## config.mk

```make
export PLATFORM = sky130hd
export DESIGN_NAME = c8x_ram
export DESIGN_NICKNAME = d
export VERILOG_FILES = /design/src/rtl/c8x_ram.sv
export SDC_FILE = /design/constraint.sdc
export NUM_CORES = 1
export LEC_CHECK = 0
export BUFFER_PORTS_ARGS = -buffer_cell sky130_fd_sc_hd__buf_2
export CAP_MARGIN = 20
export CORE_UTILIZATION = 40
export DETAILED_ROUTE_END_ITERATION = 12
export SLEW_MARGIN = 20
export SYNTH_ARGS = -nofsm -noshare
export SYNTH_HDL_FRONTEND = slang
export SYNTH_SLANG_ARGS = --single-unit
```

## constraint.sdc

```tcl
create_clock -name i_clk -period 5.25 [get_ports i_clk]
set_input_delay 1.05 -clock i_clk [delete_from_list [all_inputs] [get_ports i_clk]]
set_output_delay 1.05 -clock i_clk [all_outputs]
set_load 0.05 [all_outputs]
```

## src/rtl/c8x_ram.sv

```systemverilog
// generic simple dual-port ram, one write and one registered read port
// depends on nothing
module c8x_ram #(
    parameter int WIDTH = 8,
    parameter int DEPTH = 16
) (
    input  logic                     i_clk,
    input  logic                     i_we,
    input  logic [$clog2(DEPTH)-1:0] i_waddr,
    input  logic [WIDTH-1:0]         i_wdata,
    input  logic [$clog2(DEPTH)-1:0] i_raddr,
    output logic [WIDTH-1:0]         o_rdata
);

    logic [WIDTH-1:0] r_mem [0:DEPTH-1];
    logic [WIDTH-1:0] r_rdata;

    always_ff @(posedge i_clk) begin
        if (i_we) begin
            r_mem[i_waddr] <= i_wdata;
        end
        r_rdata <= r_mem[i_raddr];
    end

    assign o_rdata = r_rdata;

endmodule

```

# Word level (Yosys, flattened, before mapping)

Memory sizes are Yosys's and may differ from the RTL's. A register that Yosys moved wholly into a read port is not among the register bits.
Index checks and enable logic that the tools add are counted.

Add/sub/neg operators: 0
Multiply operators: 0
Div/mod/pow operators: 0
$lt $le $gt $ge: 0
Equal/unequal tests: 0
Shift operators: 0
Multiplexer cells: 2
Bitwise gates (word level): 0
Reductions and logical operators: 0

Operators by type and width:

| cell              | count |
|---|---|
| 1-bit two-way mux | 2 |

Flip-flop bits (word level): 0
Bits in latches: 0
Bits in writable memories: 128
ROM bits: 0
Bits of input ports: 18
Output and inout port bits: 8
Word-level logic and storage cells: 3
Memories kept: 1

Memories:

| name  | words | bits a word | rd ports | clocked after memory_dff | write ports | RTL line | RTL |
|---|---|---|---|---|---|---|---|
| r_mem | 16    | 8           | 1        | 1                        | 1           | 15       | `logic [WIDTH-1:0] r_mem [0:DEPTH-1];` |

# Longest topological paths before layout

Gate-level depths: netlist (run 1).

Depth in word-level cells: 2
Depth in mapped cells: 5
Depth with buffers taken out: 3

# Worst setup path before layout (run 1)

No wires, ideal clock.

Path kind: in2reg
Start: input i_waddr[2]
End: memory r_mem[0][0], enable pin
Setup time: 383 ps
Arrival: 2,160 ps
Data required time: 4,867 ps
Setup slack: 2,707 ps
Stages: 2
Buffers on the path: 0
Path through: or3b_2 nor3_1

RTL lines:

| what               | RTL line | RTL |
|---|---|---|
| start: declaration | 9        | `input logic [$clog2(DEPTH)-1:0] i_waddr,` |
| end: declaration   | 15       |  |

Straight into the memory's write port.

# Worst setup path after layout (run 1)

Start: input i_waddr[2]
End: memory r_mem[2][7], enable pin

Straight into the memory's write port.

==> summary.md, run 1 <==
The summed instance area of the synthesized netlist is 5150 um2, and the transition time of the tightest slew-check pin is 1.01 ns. IR analysis of the VDD net gives a maximum drop of 0.245 mV. The count of max-cap constraint violations was 0. The tools report the number of top-level design ports as 26.

For the fill cell total of the finished layout, the log shows 1,037. The run finished with clean final reports. Post-cts resize count: 0. Buffers placed on the I/O ports in this run total 25. Number of search-and-repair iterations in the first detailed-routing pass: 4. STA classifies the critical path startpoint as an input port.

The clock root buffer was sky130_fd_sc_hd__clkbuf_16. Along the worst path, the maximum fanout reaches 8. The routed design could run at a clock period as short as 2.33 ns. Measured along the y axis, the die boundary spans 115 um.

Of all cell types, the one taking the most synthesized area is sky130_fd_sc_hd__edfxtp_1. After floorplanning, the core was divided into 41 placement rows. For the worst setup path, the data required time is 5.28 ns. In this run the worst hold path is classified as flip-flop to flip-flop. Averaged over all synthesized cells, the footprint is 22.5 um2.

Sequential fraction of the synthesis area: 77.8%. The floorplan step defined a core boundary enclosing 12,600 um2. The number of nets handed over by synthesis was 247. The critical path runs through a total of 3 cells. In the post-synthesis netlist, the biggest area contributors are sky130_fd_sc_hd__edfxtp_1 75%, sky130_fd_sc_hd__mux4_2 7.9%, sky130_fd_sc_hd__mux4_1 7.1%. The clock arrives with 0.00946 ns of skew. The biggest cell delay along the critical path was 0.67 ns.

The post-route netlist has 27.1% of its cells at a drive strength greater than 1. In the finished design, the share of the clock period the worst path needs comes to 44.3%. After synthesis, the largest area contributor takes up 74.7% of total cell area. The worst pin sits at a relative slew slack of 32.2%. Cell type group with the largest total delay on the critical path: simple AND/OR/NAND/NOR gates.

Final hold analysis gives a worst-case slack of 0.672 ns. Traced cell by cell, the critical path runs through buf_2, or3b_2, nor2_1. The total overflow left after global routing is 0. Leakage dissipation: 1.96 nW. Setup repair after global routing left no endpoint under its margin. The H-tree was split into 4 levels.

TritonCTS created 17 clock buffers. The net count of the finished layout is 282. The die is 115 um wide. The worst setup path is of the input port to flip-flop kind. Slowest cell on the critical path: sky130_fd_sc_hd__nor2_1. The worst setup path is captured at a flip-flop. The logs give 0 for the final count of negative-setup-slack endpoints and 136 for the clock sink count.

Post-detailed-route via-to-cell ratio: 5.17. Largest buffer count on any clock path: 2. Counting instances, the worst hold path has a depth of 3.

Timing would allow up to 0.430 GHz. The number of register bits inferred by synthesis was 136; the global routing usage summed across all routing layers was 15.8%. In this run, distinct cell masters in the synthesized netlist total 19. For the gate count of the mapped netlist, the log shows 229. The setup fix buffers added after clock tree synthesis was 0.

The depth of the worst register-to-register path is 3, and the power per unit of standard cell area is 404 nW/um2. The logs give 0 for the number of remaining DRC errors and 0 for the number of antenna violations at the first check in global routing. The remaining number of nets flagged by the antenna check after routing was 0. After detailed routing, the average wire length per cell comes to 21.1 um. The half-perimeter wire length after detailed placement is 5720 um, and the count of hold buffers inserted by post-cts repair is 0. Clock-pin slew was measured on the worst setup and hold paths at 0.05 ns.

At the later pin of the worst-skew pair, clock insertion delay measures 0.41 ns. Across all layers, the routed design uses 2,322 vias. The routed design has 9460 um of wire.

Summing internal, switching and leakage power gives 2.41 mW. Entering global routing, the biggest net connects 33 pins. The first-pass GRT wire length is 14,200 um. The multi-input combinational cells in the finished layout cover a total of 1070 um2. The run gives 2.36 ns as the arrival time at the worst endpoint.

The area overhead of the layout relative to synthesis came out at 15.8%. The tools report the starting density of the core as 41.0%. The number of synthesis warnings was 0. The logs give 0 for the number of hold violations in the final report and 0.690 for the placer congestion estimate.

The number of pins with negative max-slew slack in the final report came out at 0. The number of global-route vias before repair was 2,427. The area of the die was 13,300 um2; the aggregate negative setup slack was 0 ns. The count of inserted antenna diode cells was 0; the number of DRC markers after the initial detailed-route iteration was 197. Total buffers and inverters traversed by the critical path: 1. TritonCTS built the clock tree. The sequential cells in the finished layout cover a total of 4000 um2.
## cells in the final DEF, fill, tap and decap left out, drive strengths merged
master / Yosys / layout
edfxtp: 128 / 128
mux4: 32 / 32
buf: 7 / 26
clkbuf: 0 / 21
a22oi: 16 / 16
nor2: 13 / 13
nand2: 9 / 9
dfxtp: 8 / 8
clkinv: 0 / 8
nor3: 4 / 4
nand3b: 2 / 2
nand2b: 2 / 2
clkinvlp: 0 / 2
nor2b: 1 / 1
and2: 1 / 1
and2b: 1 / 1
nand3: 1 / 1
or3b: 1 / 1
bufinv: 0 / 1
## worst reg2reg max path, cell delays in order (launching register included)
cell	delay (ns)
sky130_fd_sc_hd__edfxtp_1	0.35
sky130_fd_sc_hd__mux4_1	0.51
sky130_fd_sc_hd__a22oi_1	0.31
sky130_fd_sc_hd__nand2_1	0.09
## metal layers
layer,up-vias,wire [um],GRT usage (%)
met2,52,4610,25.5
met5,-,0,0
li1,1048,-,-
met4,0,131,6.49
met3,13,355,4.71
met1,1209,4370,20.2
## registers in the layout, summed over array words and instances, names as in the netlist
signal   flops
o_rdata      8
r_mem      128
## stage by stage
step | cells | instance area, um2 | utilization [%] | setup slack [ns]
after floorplan | 229 | 5150 | - | 2.71
after global placement | 417 | 5420 | 43.1 | 2.14
after detailed placement | 417 | 5420 | 43.2 | 2.16
after CTS | 449 | 5960 | 47.4 | 2.59
after global routing | 449 | 5960 | 47.4 | 2.87
final | 449 | 5960 | 47.4 | 2.92
## path summary, 6_finish.rpt
kind                                    from           to  slack, ns
worst max-delay path              i_waddr[2]  r_mem[2][7]       2.92
worst min-delay path            r_mem[12][5]   o_rdata[5]       0.67
worst max register to register   r_mem[1][2]   o_rdata[2]       3.88
worst min register to register  r_mem[12][5]   o_rdata[5]       0.67
## cells in the mapped netlist
cell                              instances
sky130_fd_sc_hd__nand3_1                  1
sky130_fd_sc_hd__edfxtp_1               128
sky130_fd_sc_hd__and2b_1                  1
sky130_fd_sc_hd__buf_2                    3
sky130_fd_sc_hd__nor3_1                   4
sky130_fd_sc_hd__or3b_2                   1
sky130_fd_sc_hd__mux4_1                  14
sky130_fd_sc_hd__mux4_2                  18
sky130_fd_sc_hd__and2_1                   1
sky130_fd_sc_hd__nor2b_1                  1
sky130_fd_sc_hd__buf_6                    3
sky130_fd_sc_hd__clkdlybuf4s25_2          3
sky130_fd_sc_hd__buf_4                    1
sky130_fd_sc_hd__nand2b_1                 2
sky130_fd_sc_hd__nand2_1                  9
sky130_fd_sc_hd__dfxtp_1                  8
sky130_fd_sc_hd__nor2_1                  13
sky130_fd_sc_hd__a22oi_1                 16
sky130_fd_sc_hd__nand3b_1                 2
## area by class of cell
type / instances / area share, %
Timing Repair Buffer: 26 / 2.27
Clock buffer: 21 / 7.56
Clock inverter: 11 / 1.39
Multi-Input combinational cell: 83 / 18.0
Tap cell: 172 / 3.61
Sequential cell: 136 / 67.2
## where the power goes
group          total (mW)  switching, mW  internal [mW]
clock network        1.06          0.403          0.653
logic               0.129         0.0859         0.0436
registers            1.22        0.00625           1.21
## kinds of logic after synthesis
logic type      share of synthesized area [%]
flops                                    77.8
buf+inv                                  1.68
simple gates                             3.18
mux                                      15.0
compound gates                           2.33
No activity file was read; power rests on OpenSTA's default activity.
==> run 2: changes to the inputs <==
- clock period: 5.25 -> 1.9 ns (I/O delays scaled with it)
==> summary.md, run 2 (synthesis results as in run 1) <==
The number of pins with negative max-slew slack in the final report was 0 (unchanged); the total buffers and inverters traversed by the critical path was 2 (was 1). The remaining number of nets flagged by the antenna check after routing is 0 (unchanged), and the sequential share of power is 47.0% (was 50.7%). The tools report the half-perimeter wire length after detailed placement as 6050 um (was 5720 um). For the largest buffer count on any clock path, the log shows 2 (unchanged). The number of cells on the worst hold path was 1 (was 3); the arrival time at the worst endpoint was 1.73 ns (was 2.36 ns).

The largest net degree at the start of global routing is 21 (was 33). The number of antenna violations at the first check in global routing is 0 (unchanged). The number of remaining DRC errors is 0 (unchanged).

Data required time of the worst path: 2.19 ns (was 5.28 ns). The final count of negative-setup-slack endpoints is 0 (unchanged), and the area of the die is 13,300 um2 (unchanged). The setup fix buffers added after clock tree synthesis was 0 (unchanged).

The starting density of the core is 41.0% (unchanged). For the total number of nets in the final design, the log shows 304 (was 282). The clock network latency to the later pin of the worst-skew pair is 0.41 ns (about the same), and the number of top-level design ports is 26 (unchanged).

The run gives 0.732 (was 0.690) as the placer congestion estimate. Launch point of the worst hold path: i_wdata[5] (was r_mem[12][5]). The part of the total power dissipated in the clock network came out at 47.7% (was 43.9%). The post-CTS clock slew at the launch and capture registers of the worst setup and hold paths is 0.06 ns (was 0.05 ns). The power per unit of standard cell area was 1150 nW/um2 (was 404 nW/um2); the pre-CTS setup slack was 0.0522 ns (was 2.16 ns).

The final non-filler cell area is 6240 um2 (was 5960 um2), and the minimum period implied by the final worst setup slack is 1.44 ns. The ratio of cells with drive above 1 in the final layout came out at 33.1% (was 27.1%). The most flop-heavy register is r_mem (unchanged).

The number of hold violations in the final report is 0 (unchanged). The run gives 0 (unchanged) as the remaining global-route overflow. The reg-to-reg critical path endpoint is o_rdata[1] (was o_rdata[2]).

The logs give 0 ns (unchanged) for the aggregate negative setup slack and 0 (unchanged) for the count of inserted antenna diode cells. Leakage dissipation: 2.13 nW (was 1.96 nW). The number of flip-flops in the largest register was 128 (unchanged).

The tools report the post-cts resize count as 0 (unchanged). Total net switching power: 1.49 mW (was 0.495 mW). The count of hold buffers inserted by post-cts repair is 0 (unchanged). Slowest cell on the critical path: sky130_fd_sc_hd__mux4_1 (was sky130_fd_sc_hd__nor2_1). The run gives 15,200 um (was 14,200 um) as the first-pass GRT wire length.

The deepest level of the CTS H-tree came out at 4 (unchanged). The cell type group with the largest total delay on the critical path was multiplexers (was simple AND/OR/NAND/NOR gates). For the cell area after placement, the log shows 5610 um2 (was 5420 um2).

The count of buffers from port buffering is 25 (unchanged). Global routing usage summed across all routing layers: 17.0% (was 15.8%). The total via count in the routed design is 2,430 (was 2,322).

The overall die width was 115 um (unchanged); the worst path setup slack after routing was 0.457 ns (was 2.92 ns). Switching power as a share of total power: 20.7% (was 20.6%). The tools report the clock root buffer as sky130_fd_sc_hd__clkbuf_16 (unchanged). The logs give 198 (was 197) for the number of DRC markers after the initial detailed-route iteration and 5.69 mW (was 1.91 mW) for the internal power contribution. The peak supply drop was 0.723 mV (was 0.245 mV). The run gives 0.693 GHz as the fmax. The class of the most critical setup path is input port to flip-flop (unchanged). The class of the tightest hold or removal check was input port to flip-flop (was flip-flop to flip-flop). The count of max-cap constraint violations was 0 (unchanged). The capturing element type of the critical path was a flip-flop (unchanged). Commonest cells after routing, fill and taps aside: 128 x sky130_fd_sc_hd__edfxtp_1, 25 x sky130_fd_sc_hd__buf_2, 20 x sky130_fd_sc_hd__buf_4 (was 128 x sky130_fd_sc_hd__edfxtp_1, 24 x sky130_fd_sc_hd__buf_2, 18 x sky130_fd_sc_hd__mux4_2).

The core outline area came out at 12,600 um2 (unchanged). The reg2reg setup slack is 0.47 ns (was 3.88 ns). The run finished with clean final reports. The startpoint of the worst register-to-register path is r_mem[1][1] (was r_mem[1][2]). Final cycle utilization of the critical path: 76.0%. The worst slew margin relative to its limit came out at 72.1% (was 32.2%). TritonCTS built the clock tree. The logic gate share of total power is 5.4% (about the same).

The total clock buffers created by CTS came out at 17 (unchanged). The depth of the worst register-to-register path was 3 (unchanged). The most common cell after layout, fill and taps aside is sky130_fd_sc_hd__edfxtp_1 (unchanged).

Kind of start point of the critical path: an input port (unchanged). Worst hold path endpoint: r_mem[7][5] (was o_rdata[5]). The die extent in y is 115 um (unchanged). The run gives 2,519 (was 2,427) as the number of global-route vias before repair. The area overhead of the layout relative to synthesis was 21.2% (was 15.8%).

The highest fanout seen on the critical path came out at 7 (was 8). The biggest cell delay along the critical path is 0.56 ns (was 0.67 ns). The tools report the clock sink count as 136 (unchanged).

The number of search-and-repair iterations in the first detailed-routing pass was 4 (unchanged). The tools report the maximum clock skew at final layout as 0.00611 ns (was 0.00946 ns). Transition time of the tightest slew-check pin: 0.418 ns (was 1.01 ns). Setup repair after global routing left no endpoint under its margin.

The post-detailed-route via-to-cell ratio was 5.16 (was 5.17). The routed wire length is 9800 um (was 9460 um). The routed length per instance works out to 20.8 um (was 21.1 um). Ordered cell list for the critical path: buf_2, buf_4, mux4_1, a22oi_1, nand2_1 (was buf_2, or3b_2, nor2_1).

For the number of cell rows, the log shows 41 (unchanged).
run 2: cell count changes in the layout (fill, tap and decap cells not counted), sizes merged:
cell / delta
buf: +22
clkbuf: -4
bufinv: +3
clkinv: -1
clkinvlp: +1
inv: +1
run 2: area by class of cell:
class,instances,area [um2]
fill,1026,6330
multi-input combinational,83,1060
sequential,136,4000
clock inverter,15,201
clock buffer,17,425
timing repair buffer,48,335
tap,172,215
run 2: routing by layer:
layer	wire length [um]	GRT usage [%]	up-vias	share of wire, %
met4	196	9.09	0	2.0
li1	-	-	1090	-
met5	0	0	-	0
met1	4320	22.1	1254	44
met2	4790	26.7	66	49
met3	495	4.13	20	5.1
run 2: power by group through the flow:
stage | Combinational [mW] | Sequential [mW] | Clock, mW
floorplan | 0.170 | 3.50 | 0
global placement | 0.387 | 3.43 | 0
detailed placement | 0.391 | 3.44 | 0
CTS | 0.392 | 3.37 | 3.48
global route | 0.416 | 3.38 | 3.62
finish | 0.385 | 3.37 | 3.42
run 2: worst max-delay path by stage:
stage,cells after the start,start,endpoint
2_1_floorplan,2,i_waddr[2],r_mem[0][0]
3_3_place_gp,5,i_raddr[0],o_rdata[1]
3_5_place_dp,5,i_raddr[0],o_rdata[1]
4_1_cts,1,o_rdata[6],o_rdata[6]
5_1_grt,1,o_rdata[6],o_rdata[6]
6_report,5,i_raddr[0],o_rdata[1]
run 2: stage by stage:
stage / instances / total power [mW] / util (%) / hold slack [ns]
after floorplan: 229 / 3.67 / - / 0.479
after global placement: 439 / 3.82 / 44.6 / 0.653
after detailed placement: 439 / 3.83 / 44.6 / 0.661
after CTS: 471 / 7.25 / 49.6 / 0.334
after global routing: 471 / 7.41 / 49.6 / 0.351
final: 471 / 7.18 / 49.6 / 0.354
==> run 3: changes to the inputs <==
- clock period: 1.9 -> 1.5 ns (I/O delays scaled with it)
==> summary.md, run 3 (synthesis results as in run 1) <==
The final non-filler cell area is 6240 um2 (about the same), and the clock sink count is 136 (unchanged). For this run, the top clock speed supported by timing is 0.721 GHz. The most flop-heavy register was r_mem (unchanged). The overall die width came out at 115 um (unchanged). Number of remaining DRC errors: 0 (unchanged). The run gives -0.280 ns (was 0.0522 ns) as the pre-CTS setup slack. The total buffers and inverters traversed by the critical path is 0 (was 2). The depth of the worst register-to-register path came out at 3 (unchanged). The final count of negative-setup-slack endpoints was 0 (unchanged); the leakage dissipation was 2.16 nW (was 2.13 nW). The remaining global-route overflow was 0 (unchanged); the biggest cell delay along the critical path was 0.47 ns (was 0.56 ns). The run gives 18 (was 21) as the largest net degree at the start of global routing. The class of the most critical setup path was flip-flop to flip-flop (was input port to flip-flop). The transition time of the tightest slew-check pin works out to 0.684 ns (was 0.418 ns). The flow ran to the end, and the final reports show no timing, DRC or antenna violations. Number of flip-flops in the largest register: 128 (unchanged). The global routing usage summed across all routing layers was 16.9% (was 17.0%); the largest buffer count on any clock path was 2 (unchanged). For the count of hold buffers inserted by post-cts repair, the log shows 0 (unchanged). Setup repair after global routing left no endpoint under its margin.

The slowest cell on the critical path was sky130_fd_sc_hd__mux4_2 (was sky130_fd_sc_hd__mux4_1). The deepest level of the CTS H-tree came out at 4 (unchanged). The worst hold path endpoint is r_mem[11][3] (was r_mem[7][5]). The tools report the clock root buffer as sky130_fd_sc_hd__clkbuf_16 (unchanged). The number of top-level design ports is 26 (unchanged). For the number of cell rows, the log shows 41 (unchanged). Commonest cells after routing, fill and taps aside: 128 x sky130_fd_sc_hd__edfxtp_1, 34 x sky130_fd_sc_hd__buf_4, 25 x sky130_fd_sc_hd__buf_2 (was 128 x sky130_fd_sc_hd__edfxtp_1, 25 x sky130_fd_sc_hd__buf_2, 20 x sky130_fd_sc_hd__buf_4).

The number of search-and-repair iterations in the first detailed-routing pass came out at 4 (unchanged). The cell area after placement came out at 5700 um2 (was 5610 um2). The total via count in the routed design came out at 2,443 (was 2,430). The worst path needs 1.39 ns of the cycle, external delays included.

The tools report the count of max-cap constraint violations as 0 (unchanged). The highest fanout seen on the critical path came out at 1 (was 7). The cell type group with the largest total delay on the critical path is multiplexers (unchanged). The reg2reg setup slack is 0.11 ns (was 0.47 ns). The logs give 15,100 um (was 15,200 um) for the first-pass GRT wire length and 0.274 ns (was 0.354 ns) for the smallest hold slack.

The final cycle utilization of the critical path is 92.5%. The capturing element type of the critical path was a flip-flop (unchanged). Starting density of the core: 41.0% (unchanged). The power per unit of standard cell area is 1360 nW/um2 (was 1150 nW/um2), and the core outline area is 12,600 um2 (unchanged). The tools report the worst slew margin relative to its limit as 54.3% (was 72.1%).

The count of inserted antenna diode cells was 0 (unchanged); the routed length per instance was 20.4 um (was 20.8 um). TritonCTS built the clock tree. The clock network latency to the later pin of the worst-skew pair was 0.41 ns (about the same); the total clock buffers created by CTS was 17 (unchanged). The post-cts resize count is 0 (unchanged), and the die extent in y is 115 um (unchanged). Total number of nets in the final design: 317 (was 304). Class of the tightest hold or removal check: input port to flip-flop (unchanged).

Reg-to-reg critical path endpoint: o_rdata[4] (was o_rdata[1]). The count of buffers from port buffering came out at 25 (unchanged). The half-perimeter wire length after detailed placement is 6530 um (was 6050 um). The number of global-route vias before repair was 2,581 (was 2,519); the number of hold violations in the final report was 0 (unchanged). Area of the die: 13,300 um2 (unchanged). For the remaining number of nets flagged by the antenna check after routing, the log shows 0 (unchanged). The launch point of the worst hold path is i_wdata[3] (was i_wdata[5]).

The run gives 0.740 (was 0.732) as the placer congestion estimate. For the data required time of the worst path, the log shows 1.78 ns (was 2.19 ns). The fill cell total of the finished layout came out at 1,025 (was 1,026).

The kind of start point of the critical path was a flip-flop (was an input port). The number of cells on the worst hold path is 1 (unchanged), and the worst path setup slack after routing is 0.113 ns (was 0.457 ns). Arrival time at the worst endpoint: 1.67 ns (was 1.73 ns). The tools report the startpoint of the worst register-to-register path as r_mem[2][4] (was r_mem[1][1]). Number of pins with negative max-slew slack in the final report: 0 (unchanged). The area overhead of the layout relative to synthesis is 21.2% (about the same), and the number of DRC markers after the initial detailed-route iteration is 188 (was 198).

Ratio of cells with drive above 1 in the final layout: 34.0% (was 33.1%). Ordered cell list for the critical path: mux4_2, a22oi_1, nand2_1 (was buf_2, buf_4, mux4_1, a22oi_1, nand2_1). The post-detailed-route via-to-cell ratio is 5.05 (was 5.16).

The number of instances in the placed design was 452 (was 439); the post-CTS clock slew at the launch and capture registers of the worst setup and hold paths was 0.05 ns (was 0.06 ns). The tools report the maximum clock skew at final layout as 0.00489 ns (was 0.00611 ns). The final standard cell count with taps included and fillers excluded came out at 484 (was 471).

The tools report the number of antenna violations at the first check in global routing as 0 (unchanged). The tools report the routed wire length as 9880 um (was 9800 um). The logs give 1.15 mV (was 0.723 mV) for the peak supply drop and 0 (unchanged) for the setup fix buffers added after clock tree synthesis. Most common cell after layout, fill and taps aside: sky130_fd_sc_hd__edfxtp_1 (unchanged).
-- run 3: cell types whose count changed in the layout (fill, tap and decap cells not counted), sizes merged --
cell      change
buf          +13
bufinv        -4
clkbuf       +12
clkinv        -4
clkinvlp      -3
inv           -1
-- run 3: worst max path at each step --
stage | startpoint | endpoint | slack (ns) | cells past startpoint
2_1_floorplan | i_waddr[2] | r_mem[3][0] | -0.07 | 2
3_3_place_gp | i_raddr[0] | o_rdata[1] | -0.26 | 6
3_5_place_dp | i_raddr[0] | o_rdata[1] | -0.28 | 6
4_1_cts | o_rdata[6] | o_rdata[6] | 0.13 | 1
5_1_grt | r_mem[1][2] | o_rdata[2] | 0.05 | 3
6_report | r_mem[2][4] | o_rdata[4] | 0.11 | 3
-- run 3: through the flow --
step	setup TNS, ns	utilization, %	total power, mW
after floorplan	-1.98	-	4.65
after global placement	-3.30	45.4	4.86
after detailed placement	-3.89	45.4	4.86
after CTS	0	49.6	8.54
after global routing	0	49.6	8.73
final	0	49.6	8.48
-- run 3: per-layer routing --
layer,up-vias,routed length [um],share of wire (%),global-route usage (%)
li1,1119,-,-,-
met1,1239,4500,46,22.9
met2,70,4730,48,25.9
met3,15,462,4.7,4.76
met4,0,188,1.9,7.53
met5,-,0,0,0
-- run 3: cell type report --
class / instances / area, um2 / area share [%]
clock inverters: 3 / 15.0 / 0.241
clock buffers: 29 / 520 / 8.35
multi-input cells: 83 / 1060 / 17.0
flip-flops and latches: 136 / 4000 / 64.2
well taps: 172 / 215 / 3.45
repair buffers: 61 / 420 / 6.74
-- run 3: power breakdown --
group	total, mW	switching (mW)	internal, mW
clock	3.70	1.38	2.32
combinational	0.506	0.312	0.194
sequential	4.27	0.0224	4.25
